[src/rtl/tst_pkg.sv]
// shared types and constants for the type signature tokenizer
`default_nettype none

package tst_pkg;

   localparam int POS_W = 17;
   localparam int CNT_W = 31;
   localparam int PROD_W = 2 * CNT_W;

   localparam logic [POS_W-1:0] MAX_LENGTH = 17'd65535;

   localparam logic [7:0] CH_STAR    = 8'h2A;
   localparam logic [7:0] CH_AGG_OPEN  = 8'h3C;
   localparam logic [7:0] CH_AGG_CLOSE = 8'h3E;
   localparam logic [7:0] CH_IDX_OPEN  = 8'h5B;
   localparam logic [7:0] CH_IDX_CLOSE = 8'h5D;
   localparam logic [7:0] CH_ZERO = 8'h30;
   localparam logic [7:0] CH_NINE = 8'h39;

   localparam logic [CNT_W-1:0] ACC_LIMIT = 31'd214748364;
   localparam logic [3:0] ACC_LAST = 4'd7;

   typedef enum logic [1:0] {
      OUTCOME_TOKEN      = 2'd0,
      OUTCOME_OPEN_AGG   = 2'd1,
      OUTCOME_BAD_SUFFIX = 2'd2
   } tst_outcome_type;

   typedef struct packed {
      tst_outcome_type   outcome;
      logic [POS_W-1:0]  span_start;
      logic [POS_W-1:0]  type_stop;
      logic [POS_W-1:0]  span_stop;
      logic [CNT_W-1:0]  element_count;
      logic              closes_string;
   } tst_result_type;

   typedef struct packed {
      logic           first_valid;
      logic           second_valid;
      tst_result_type first;
      tst_result_type second;
   } tst_push_type;

endpackage

`default_nettype wire

[src/rtl/type_signature_tokenizer_core.sv]
// type signature tokenizer: top level with scanner, result queue and checks
//
// request channel: one signature byte per transaction on req_tdata, with
// req_tlast high on the final byte of a string
// response channel: one token or error per transaction; rsp_tuser is the
// outcome (token, unclosed aggregate, bad array suffix), rsp_tlast marks
// the final response of a string
// a byte produces zero, one or two responses; they enter a four-entry
// queue that registers them, and they reach rsp_tvalid behind any older ones
// throughput is one byte per cycle while the queue has room; the scanner
// state is registered once per byte, the longest path being the 31 by 31
// bit count multiply at a closing bracket
// req_tready is high while the queue has room for two responses, so a
// stalled receiver holds up the request side once three responses wait
// reset clears the scanner state and empties the queue; positions start
// again at one with the next byte
`default_nettype none

module type_signature_tokenizer_core (
   input  wire logic        clock,
   input  wire logic        reset,
   input  wire logic        req_tvalid,
   output logic             req_tready,
   input  wire logic [7:0]  req_tdata,   // char_byte
   input  wire logic        req_tlast,   // final_byte
   output logic             rsp_tvalid,
   input  wire logic        rsp_tready,
   output logic [87:0]      rsp_tdata,   // span_start, type_stop, span_stop, element_count
   output logic [1:0]       rsp_tuser,   // outcome
   output logic             rsp_tlast    // closes_string
);
   import tst_pkg::*;

   logic           fire;
   logic           pop;
   logic           has_room;
   tst_push_type   push;
   tst_result_type head;

   assign fire = req_tvalid && req_tready;
   assign pop  = rsp_tvalid && rsp_tready;
   assign req_tready = has_room;

   tst_scan u_scan (
      .clock      (clock),
      .reset      (reset),
      .fire       (fire),
      .char_byte  (req_tdata),
      .final_byte (req_tlast),
      .push       (push)
   );

   tst_rsp_queue u_queue (
      .clock     (clock),
      .reset     (reset),
      .push      (push),
      .pop       (pop),
      .head      (head),
      .not_empty (rsp_tvalid),
      .has_room  (has_room)
   );

   assign rsp_tdata = {6'b000000, head.element_count, head.span_stop,
                       head.type_stop, head.span_start};
   assign rsp_tuser = head.outcome;
   assign rsp_tlast = head.closes_string;

   a_push_needs_transaction: assert property (@(posedge clock) disable iff (reset)
      push.first_valid |-> fire)
      else $error("response produced without a request transaction");

   a_second_needs_first: assert property (@(posedge clock) disable iff (reset)
      push.second_valid |-> push.first_valid)
      else $error("second response without a first");

   a_second_closes: assert property (@(posedge clock) disable iff (reset)
      push.second_valid |-> push.second.closes_string)
      else $error("second response does not close the string");

   a_error_closes: assert property (@(posedge clock) disable iff (reset)
      (rsp_tvalid && (rsp_tuser != 2'(OUTCOME_TOKEN))) |-> rsp_tlast)
      else $error("error response does not close the string");

   a_reset_empties: assert property (@(posedge clock)
      reset |=> !rsp_tvalid)
      else $error("response valid right after reset");

endmodule

`default_nettype wire

[src/rtl/tst_scan.sv]
// per-byte scanner: token state registers and result generation
`default_nettype none

module tst_scan (
   input  wire logic                 clock,
   input  wire logic                 reset,
   input  wire logic                 fire,
   input  wire logic [7:0]           char_byte,
   input  wire logic                 final_byte,
   output tst_pkg::tst_push_type     push
);
   import tst_pkg::*;

   typedef enum logic [2:0] {
      PH_IDLE    = 3'd0,
      PH_STARS   = 3'd1,
      PH_AGG     = 3'd2,
      PH_AFTER   = 3'd3,
      PH_DIGITS  = 3'd4,
      PH_DISCARD = 3'd5
   } phase_type;

   phase_type         phase_ff, phase_in;
   logic [POS_W-1:0]  pos_ff, pos_in;
   logic [POS_W-1:0]  tok_begin_ff, tok_begin_in;
   logic [POS_W-1:0]  type_stop_ff, type_stop_in;
   logic [POS_W-1:0]  brk_begin_ff, brk_begin_in;
   logic [CNT_W-1:0]  accum_ff, accum_in;
   logic              seen_ff, seen_in;
   logic              bad_ff, bad_in;
   logic [CNT_W-1:0]  count_ff, count_in;

   logic [POS_W-1:0]  next_pos;
   logic [PROD_W-1:0] product;
   logic              is_digit;
   logic [3:0]        digit;
   logic [CNT_W-1:0]  accum_next;
   tst_result_type    res0, res1;
   logic              res0_valid, res1_valid;

   assign next_pos   = pos_ff + 17'd1;
   assign product    = PROD_W'(count_ff) * PROD_W'(accum_ff);
   assign is_digit   = (char_byte >= CH_ZERO) && (char_byte <= CH_NINE);
   assign digit      = char_byte[3:0];
   assign accum_next = {accum_ff[CNT_W-4:0], 3'b000} + {accum_ff[CNT_W-2:0], 1'b0}
                       + CNT_W'(digit);

   always_comb begin
      phase_in     = phase_ff;
      pos_in       = pos_ff;
      tok_begin_in = tok_begin_ff;
      type_stop_in = type_stop_ff;
      brk_begin_in = brk_begin_ff;
      accum_in     = accum_ff;
      seen_in      = seen_ff;
      bad_in       = bad_ff;
      count_in     = count_ff;
      res0         = '0;
      res1         = '0;
      res0_valid   = 1'b0;
      res1_valid   = 1'b0;

      if (pos_ff < MAX_LENGTH) begin
         pos_in = next_pos;
         case (phase_ff)
            PH_IDLE: begin
               tok_begin_in = next_pos;
               count_in     = 31'd1;
               if (char_byte == CH_STAR) begin
                  phase_in = PH_STARS;
               end else if (char_byte == CH_AGG_OPEN) begin
                  phase_in = PH_AGG;
               end else begin
                  type_stop_in = next_pos;
                  phase_in     = PH_AFTER;
               end
            end
            PH_STARS: begin
               if (char_byte != CH_STAR) begin
                  count_in = 31'd1;
                  if (char_byte == CH_AGG_OPEN) begin
                     phase_in = PH_AGG;
                  end else begin
                     type_stop_in = next_pos;
                     phase_in     = PH_AFTER;
                  end
               end
            end
            PH_AGG: begin
               if (char_byte == CH_AGG_CLOSE) begin
                  type_stop_in = next_pos;
                  phase_in     = PH_AFTER;
               end
            end
            PH_AFTER: begin
               if (char_byte == CH_IDX_OPEN) begin
                  brk_begin_in = next_pos;
                  accum_in     = '0;
                  seen_in      = 1'b0;
                  bad_in       = 1'b0;
                  phase_in     = PH_DIGITS;
               end else begin
                  res0_valid         = 1'b1;
                  res0.outcome       = OUTCOME_TOKEN;
                  res0.span_start    = tok_begin_ff;
                  res0.type_stop     = type_stop_ff;
                  res0.span_stop     = pos_ff;
                  res0.element_count = count_ff;
                  tok_begin_in       = next_pos;
                  count_in           = 31'd1;
                  if (char_byte == CH_STAR) begin
                     phase_in = PH_STARS;
                  end else if (char_byte == CH_AGG_OPEN) begin
                     phase_in = PH_AGG;
                  end else begin
                     type_stop_in = next_pos;
                     phase_in     = PH_AFTER;
                  end
               end
            end
            PH_DIGITS: begin
               if (char_byte == CH_IDX_CLOSE) begin
                  if (bad_ff || !seen_ff || (product[PROD_W-1:CNT_W] != '0)) begin
                     res0_valid         = 1'b1;
                     res0.outcome       = OUTCOME_BAD_SUFFIX;
                     res0.span_start    = brk_begin_ff;
                     res0.span_stop     = next_pos;
                     res0.closes_string = 1'b1;
                     phase_in           = PH_DISCARD;
                  end else begin
                     count_in = product[CNT_W-1:0];
                     phase_in = PH_AFTER;
                  end
               end else if (!bad_ff) begin
                  if (!is_digit) begin
                     bad_in = 1'b1;
                  end else begin
                     if (!seen_ff && (digit == 4'd0)) begin
                        bad_in = 1'b1;
                     end else if ((accum_ff > ACC_LIMIT) ||
                                  ((accum_ff == ACC_LIMIT) && (digit > ACC_LAST))) begin
                        bad_in = 1'b1;
                     end else begin
                        accum_in = accum_next;
                     end
                     seen_in = 1'b1;
                  end
               end
            end
            default: begin
            end
         endcase
      end

      if (final_byte) begin
         case (phase_in)
            PH_STARS: begin
               res1_valid         = 1'b1;
               res1.outcome       = OUTCOME_TOKEN;
               res1.span_start    = tok_begin_in;
               res1.type_stop     = pos_in;
               res1.span_stop     = pos_in;
               res1.element_count = 31'd1;
            end
            PH_AGG: begin
               res1_valid      = 1'b1;
               res1.outcome    = OUTCOME_OPEN_AGG;
               res1.span_start = tok_begin_in;
               res1.span_stop  = pos_in + 17'd1;
            end
            PH_AFTER: begin
               res1_valid         = 1'b1;
               res1.outcome       = OUTCOME_TOKEN;
               res1.span_start    = tok_begin_in;
               res1.type_stop     = type_stop_in;
               res1.span_stop     = pos_in;
               res1.element_count = count_in;
            end
            PH_DIGITS: begin
               res1_valid      = 1'b1;
               res1.outcome    = OUTCOME_BAD_SUFFIX;
               res1.span_start = tok_begin_in;
               res1.span_stop  = pos_in;
            end
            default: begin
            end
         endcase
         res1.closes_string = 1'b1;
         if (!res1_valid) begin
            res0.closes_string = 1'b1;
         end
         phase_in     = PH_IDLE;
         pos_in       = '0;
         tok_begin_in = '0;
         type_stop_in = '0;
         brk_begin_in = '0;
         accum_in     = '0;
         seen_in      = 1'b0;
         bad_in       = 1'b0;
         count_in     = 31'd1;
      end
   end

   always_comb begin
      push.first_valid  = fire && (res0_valid || res1_valid);
      push.second_valid = fire && res0_valid && res1_valid;
      push.first        = res0_valid ? res0 : res1;
      push.second       = res1;
   end

   always_ff @(posedge clock) begin
      if (reset) begin
         phase_ff     <= PH_IDLE;
         pos_ff       <= '0;
         tok_begin_ff <= '0;
         type_stop_ff <= '0;
         brk_begin_ff <= '0;
         accum_ff     <= '0;
         seen_ff      <= 1'b0;
         bad_ff       <= 1'b0;
         count_ff     <= 31'd1;
      end else if (fire) begin
         phase_ff     <= phase_in;
         pos_ff       <= pos_in;
         tok_begin_ff <= tok_begin_in;
         type_stop_ff <= type_stop_in;
         brk_begin_ff <= brk_begin_in;
         accum_ff     <= accum_in;
         seen_ff      <= seen_in;
         bad_ff       <= bad_in;
         count_ff     <= count_in;
      end
   end

endmodule

`default_nettype wire

[src/rtl/tst_rsp_queue.sv]
// four-entry result queue, takes up to two results per cycle
`default_nettype none

module tst_rsp_queue (
   input  wire logic                  clock,
   input  wire logic                  reset,
   input  wire tst_pkg::tst_push_type push,
   input  wire logic                  pop,
   output tst_pkg::tst_result_type    head,
   output logic                       not_empty,
   output logic                       has_room
);
   import tst_pkg::*;

   tst_result_type entry_ff [4];
   logic [1:0]     head_ff, head_in;
   logic [1:0]     tail_ff, tail_in;
   logic [2:0]     fill_ff, fill_in;
   logic [1:0]     push_n;

   assign push_n    = {1'b0, push.first_valid} + {1'b0, push.second_valid};
   assign head      = entry_ff[head_ff];
   assign not_empty = (fill_ff != 3'd0);
   assign has_room  = (fill_ff <= 3'd2);

   always_comb begin
      head_in = head_ff + {1'b0, pop};
      tail_in = tail_ff + push_n;
      fill_in = fill_ff + {1'b0, push_n} - {2'b00, pop};
   end

   always_ff @(posedge clock) begin
      if (push.first_valid) begin
         entry_ff[tail_ff] <= push.first;
      end
      if (push.second_valid) begin
         entry_ff[tail_ff + 2'd1] <= push.second;
      end
   end

   always_ff @(posedge clock) begin
      if (reset) begin
         head_ff <= '0;
         tail_ff <= '0;
         fill_ff <= '0;
      end else begin
         head_ff <= head_in;
         tail_ff <= tail_in;
         fill_ff <= fill_in;
      end
   end

endmodule

`default_nettype wire

[config.mk]
export PLATFORM = sky130hd
export DESIGN_NAME = type_signature_tokenizer_core
export DESIGN_NICKNAME = d
export VERILOG_FILES = /design/src/rtl/tst_pkg.sv /design/src/rtl/type_signature_tokenizer_core.sv /design/src/rtl/tst_scan.sv /design/src/rtl/tst_rsp_queue.sv
export SDC_FILE = /design/constraint.sdc
export NUM_CORES = 2
export LEC_CHECK = 0
export BUFFER_PORTS_ARGS = -buffer_cell sky130_fd_sc_hd__buf_4
export CORE_MARGIN = 2
export CORE_UTILIZATION = 30
export CTS_CLUSTER_DIAMETER = 150
export DETAILED_ROUTE_END_ITERATION = 8
export GPL_TIMING_DRIVEN = 0
export SYNTH_ARGS = -nofsm -noshare
export SYNTH_HDL_FRONTEND = slang
export SYNTH_SLANG_ARGS = --single-unit
[constraint.sdc]
create_clock -name clock -period 20.9 [get_ports clock]
set_clock_uncertainty 0.2 [all_clocks]
set_input_delay 5.225 -clock clock [delete_from_list [all_inputs] [get_ports clock]]
set_output_delay 5.225 -clock clock [all_outputs]
set_load 0.01 [all_outputs]
# [After elaboration in Yosys (flattened, before gate mapping)]
# Memories as Yosys holds them, arrays and structs flattened. A register that Yosys moved wholly into a read port is not among the register bits.
# Cells that the tools add are included.
[word_totals] latch_bits=0 ff_bits=142 ram_bits=340 n_memories=1 rom_bits=0 word_cells=170 out_inout_bits=93 input_bits=13
[mem_list] memory="u_queue.entry_ff" words=4 width=85 read_ports=1 rd_clocked_by_memory_dff=1 wr=2 line="tst_rsp_queue.sv:15" source="tst_result_type entry_ff [4];"
[op_classes] n_eq_ne=21 multipliers=1 shifts=0 n_mux=91 n_lt_le_gt_ge=6 n_addsub=10 n_reduce_logical=28 div=0 n_bitwise=0
[ops] op="two-way mux 31 bit" n=15
[ops] op="two-way mux 17 bit" n=19
[ops] op="two-way mux 85 bit" n=3
[ops] op="case mux 17 bit (2 select lines)" n=4
[ops] op="case mux 31 bit (2 select lines)" n=2
[ops] op="case mux 31 bit (4 select lines)" n=1
[ops] op="two-way mux 82 bit" n=1
[ops] op="case mux 17 bit (4 select lines)" n=1
[ops] op="multiplier 31 x 31 -> 62 bit" n=1
[ops] op="case mux 19 bit (3 select lines)" n=1
[ops] op="two-way mux 19 bit" n=2
[ops] op="case mux 19 bit (2 select lines)" n=1
[ops] op="adder 17 x 1 -> 17 bit, second input constant" n=2
[ops] op="adder 31 bit" n=1
[ops] op="adder 31 x 4 -> 31 bit" n=1
[ops] op="equality test 31 x 28 -> 1 bit, second input constant" n=1
[ops] op="greater-than comparator 31 x 28 -> 1 bit, second input constant" n=1
[ops] op="nonzero test 31 bit" n=1
[ops] op="two-way mux 1 bit" n=28
[ops] op="equality test 8 x 6 -> 1 bit, second input constant" n=3
[ops] op="two-way mux 3 bit" n=7
[ops] op="< comparator 17 x 16 -> 1 bit, second input constant" n=1
[ops] op="equality test 8 x 7 -> 1 bit, second input constant" n=2
[ops] op="case mux 3 bit (5 select lines)" n=1
[ops] op="other kinds (32)" n=57

# [Longest topological paths before layout]
[depth] word_depth=17 mapped_depth=40 mapped_depth_nobuf=37

# [Modules after synthesis]
# A second synthesis with hierarchy kept.
[unflattened] hier_cells=5767 area_unflattened_um2=58855.2
[by_module_without_submodules] module="tst_scan" instances=1 seq_area_each_um2=2702.6 cells_each=4893 area_each_um2=42102.9
[by_module_without_submodules] module="tst_rsp_queue" instances=1 seq_area_each_um2=10349.9 cells_each=865 area_each_um2=16691.0
[by_module_without_submodules] module="type_signature_tokenizer_core" instances=1 seq_area_each_um2=0.0 cells_each=9 area_each_um2=61.3

# [Worst setup path before layout]
# No wires, ideal clock.
[synth_timing] path_kind="register to register" start="register u_scan.count_ff[22]" end="memory u_queue.entry_ff[0][0] (netlist name) (enable)" setup_ps=759 path_buffers=3 slack_ps=3420 path_stages_with_launch=33 arrival_time_ps=16521 synth_period_minus_slack_ps=17480 required_time_ps=19941 cell_sequence="dfxtp_1 clkbuf_1 clkbuf_1 nand2_1 fa_1 inv_1 fa_1 inv_1 fa_1 inv_1 fa_1 inv_1 fa_1 fa_1 fa_1 fa_1 inv_1 ha_1 buf_4 a21oi_1 o21ai_1 a21oi_2 nand2b_1 and3_1 a21oi_1 or4_1 a21oi_1 nand4_1 nor2_1 a31oi_4 mux2i_1 nor2_1 o41ai_1"
[synth_lines] element="start, declared" line="tst_scan.sv:31" source="logic [CNT_W-1:0] count_ff, count_in;"
[synth_lines] element="start signal, assigned" line="tst_scan.sv:231" source="count_ff <= count_in;"
[synth_lines] element="end, declared" line="tst_rsp_queue.sv:15"

==> reports/metrics.yaml <==
outcome:
  status: "finished, violations left"
  violations: "capacitance limit, slew limit"
clock_network:
  htree_levels: 2
  clkTransAtPathRegs_ns: 0.07
  cts-root-buf: "clkbuf_16"
  ctsHoldBuffers: 0
  max-clock-path-buffers: 3
  clk_latency_ns: 0.63
  clock_sink_count: 482
  cts_made_buffers: 52
  postCtsResizedCells: 0
  postCtsSetupBuffers: 0
  cts_tree: "built"
placed_design:
  place_congestion: 1.013
  dp_hpwl_mm: 172.5
  dpl-instance-area_um2: 61320
  io_buffers: 98
grt:
  grt_pass1_vias: 47510
  grt_pass1_wl_mm: 318.5
  antenna_found_initial: 23
  grtUsageTotal_pct: 22.28
  grt-ovfl-total: 0
  grt_max_degree: 23
floorplanning:
  core_um2: 188200
  io_pins: 106
  start_util_pct: 30.24
  dieWidth_um: 439.6
  dieArea_um2: 193200
  die_h_um: 439.6
  core.rowCount: 159
setup_path:
  rr_worst_depth: 32
  regToRegSetupSlack_ns: 6.63
  crit_top_cell: "fa_1"
  critPathKind: "flip-flop to flip-flop"
  crit_arrival_ns: 14.41
  cp-start-kind: "flip-flop"
  r2r_start: "u_scan.count_ff[9]$_SDFFE_PP0P_"
  worst_path_max_delay_cell: "clkbuf_1"
  rr_endpoint: "u_queue.entry_ff[0][80]$_DFFE_PP_"
  crit_fanout: 10
  critical_path.endpoint_type: "flip-flop"
  max_stage_delay_ns: 0.99
  critPathRequiredTime_ns: 21.03
timing:
  fmax_ghz: 0.07005
  rsz0062_at_grt: "no"
  finalHoldViolations: 0
  tightest_slew_ns: 1.496
  slew_headroom_pct: -0.5314
  maxSlewViolCount: 1
  fin_crit_ns: 14.27
  finalSetupViolations: 0
  finalCritPeriodShare_pct: 68.30
layout:
  nets: 7181
  utilization_pct: 33.53
  syn2layout_area_growth_pct: 10.89
  finish.instance_area_um2: 63110
  nFillCells: 19390
  drive_above_1_share_pct: 6.592
synth:
  async_reset_ff_share_pct: 0
  synthFlopType: "edfxtp_1"
  syn_area_um2: 56910
  synth_top_area_share_pct: 29.55
  yosys_register_bits: 482
  synth_area_leaders: "fa_1 (30%), edfxtp_1 (18%), ha_1 (7.0%)"
  synth_edf_count: 340
  synth_cells: 5820
  yosysWarnings: 0
  yosysTopAreaCell: "fa_1"
  avgSynthCellArea_um2: 9.779
  yosys.cell_types.count: 97
  ys_seq_area_share_pct: 22.93
detailed_routing:
  drc: 0
  drtIter0Drc: 5268
  vias_per_cell: 5.417
  ant_nets: 0
  wire_per_inst_um: 25.33
  num_vias: 46390
  dr.pass1.iters: 7
  drt-total-wl_mm: 216.9
min_path:
  hold_path.class: "flip-flop to flip-flop"
  min_to: "u_scan.brk_begin_ff[1]$_SDFFE_PP0P_"
  hold_depth: 2
  hp-start: "u_scan.brk_begin_ff[1]$_SDFFE_PP0P_"
job:
  drv_cap: 1
power_and_ir_drop:
  switchingPower_uw: 768.2
  p_seq_share_pct: 41.0
  switching_share_pct: 29.41
  comb_power_share_pct: 22.4
  p_leak_uw: 0.02503
  power_uw: 2612
  cellPowerDensity_nw_per_um2: 41.39
  power.share.clock_pct: 36.7
  vdd_ir_drop_max_mv: 0.06564
  p_int_uw: 1844
==> critical path: cells and delay by family (launching register included) <==
family          cells  cell delay [ns]
simple gates        6             2.23
mux                 1             0.82
buf+inv             9             3.11
fa+ha+maj           9             4.45
compound gates      7             2.82
flops               1             0.31
==> registers in the layout, summed over array words and instances, names as in the netlist <==
register	count
u_scan.seen_ff	1
u_queue.fill_ff	3
u_scan.tok_begin_ff	17
u_scan.phase_ff	3
u_scan.bad_ff	1
u_scan.pos_ff	17
u_scan.accum_ff	31
u_queue.entry_ff	340
u_queue.tail_ff	2
u_queue.head_ff	2
u_scan.type_stop_ff	17
u_scan.brk_begin_ff	17
u_scan.count_ff	31
==> per-stage QoR <==
step / hold slack (ns) / setup slack (ns) / setup TNS, ns / std cells
CTS: 0.3147 / 7.198 / 0 / 8548
global placement: 0.2941 / -8.208 / -960.13 / 8418
global route: 0.3368 / 6.634 / 0 / 8550
finish: 0.3136 / 6.625 / 0 / 8563
detailed placement: 0.3008 / 7.263 / 0 / 8450
floorplan: 0.2508 / 3.420 / 0 / 5825
==> cell families (layout without fill, tap and decap cells) <==
logic type                 count (synthesis)  after routing  synth area share, %
and+or+nand+nor                         1938           1938                16.50
adders and majority gates               1159           1159                36.56
buffers and inverters                   1122           1350                7.538
AOI/OAI and AO/OA                        871            871                10.44
DFF                                      482            482                22.93
muxes                                    153            153                4.570
xor gates and xnor gates                  94             94                1.447
other                                      1             21             0.006589
==> cell type report <==
class                      instances  area, um2  share of cell area, %
multi-input combinational       4221      39640                  62.81
sequential                       482      13050                  20.68
tap                             2495       3122                  4.946
inverter                         703       2639                  4.181
buffer                           419       1652                  2.617
clock buffer                      71       1454                  2.304
timing repair buffer             130       1211                  1.919
clock inverter                    27      305.3                 0.4837
antenna                           15      37.54                0.05948
==> synth_stat cells, types with 17 or more instances <==
| library cell | n |
|---|---|
| a22oi_1 | 105 |
| fa_1 | 840 |
| xor2_1 | 25 |
| nand2b_1 | 30 |
| and3_1 | 27 |
| a21oi_1 | 175 |
| a22o_1 | 62 |
| nand3_1 | 66 |
| o22ai_1 | 72 |
| mux4_2 | 85 |
| ha_1 | 319 |
| mux2i_1 | 63 |
| dfxtp_1 | 142 |
| nor2_1 | 392 |
| o21ai_0 | 150 |
| nand2_1 | 686 |
| xnor2_1 | 69 |
| and2_1 | 578 |
| or3_1 | 17 |
| inv_1 | 702 |
| a31oi_1 | 23 |
| o21a_1 | 19 |
| a21o_1 | 71 |
| o211ai_1 | 24 |
| clkbuf_1 | 366 |
| nor3_1 | 41 |
| nand4_1 | 30 |
| buf_2 | 27 |
| edfxtp_1 | 340 |
==> layer usage <==
layer | global-route usage [%] | share of wire, % | vias to the layer above
met4 | 10.28 | 5.4 | 2
met3 | 4.558 | 9.9 | 487
li1 | - | - | 19530
met1 | 29.27 | 40 | 23820
met5 | 0 | 0.0037 | -
met2 | 35.18 | 45 | 2550
==> power by group through the flow <==
stage	Sequential [uW]	Combinational, uW	Clock, uW
after global routing	1070	619	995
after global placement	1110	567	0
after CTS	1070	586	960
final	1070	584	958
after detailed placement	1090	583	0
after floorplan	1100	325	0
==> placed cells by master, fill, tap and decap left out, types with 40 or more instances in the layout <==
cell type	instances
fa_1	840
inv_1	702
nand2_1	686
and2_1	578
nor2_1	392
clkbuf_1	378
edfxtp_1	340
ha_1	319
a21oi_1	173
o21ai_0	150
dfxtp_1	142
buf_4	120
a22oi_1	105
mux4_2	85
o22ai_1	72
a21o_1	71
xnor2_1	69
nand3_1	66
mux2i_1	63
a22o_1	62
clkbuf_16	53
nor3_1	40
==> how the worst max path moves through the flow <==
| stage | to | startpoint | depth (start not counted) | slack, ns |
|---|---|---|---|---|
| floorplan | u_queue.entry_ff[0][0]$_DFFE_PP_ | u_scan.count_ff[22]$_SDFFE_PP0P_ | 32 | 3.42 |
| finish | u_queue.entry_ff[0][80]$_DFFE_PP_ | u_scan.count_ff[9]$_SDFFE_PP0P_ | 32 | 6.63 |
| detailed placement | u_queue.entry_ff[0][77]$_DFFE_PP_ | u_scan.count_ff[9]$_SDFFE_PP0P_ | 36 | 7.26 |
| global placement | u_queue.entry_ff[0][63]$_DFFE_PP_ | u_scan.count_ff[9]$_SDFFE_PP0P_ | 31 | -8.21 |
| global route | u_queue.entry_ff[0][80]$_DFFE_PP_ | u_scan.count_ff[9]$_SDFFE_PP0P_ | 36 | 6.63 |
| CTS | u_queue.entry_ff[0][80]$_DFFE_PP_ | u_scan.count_ff[9]$_SDFFE_PP0P_ | 36 | 7.20 |
No activity file was read; power rests on OpenSTA's default activity.
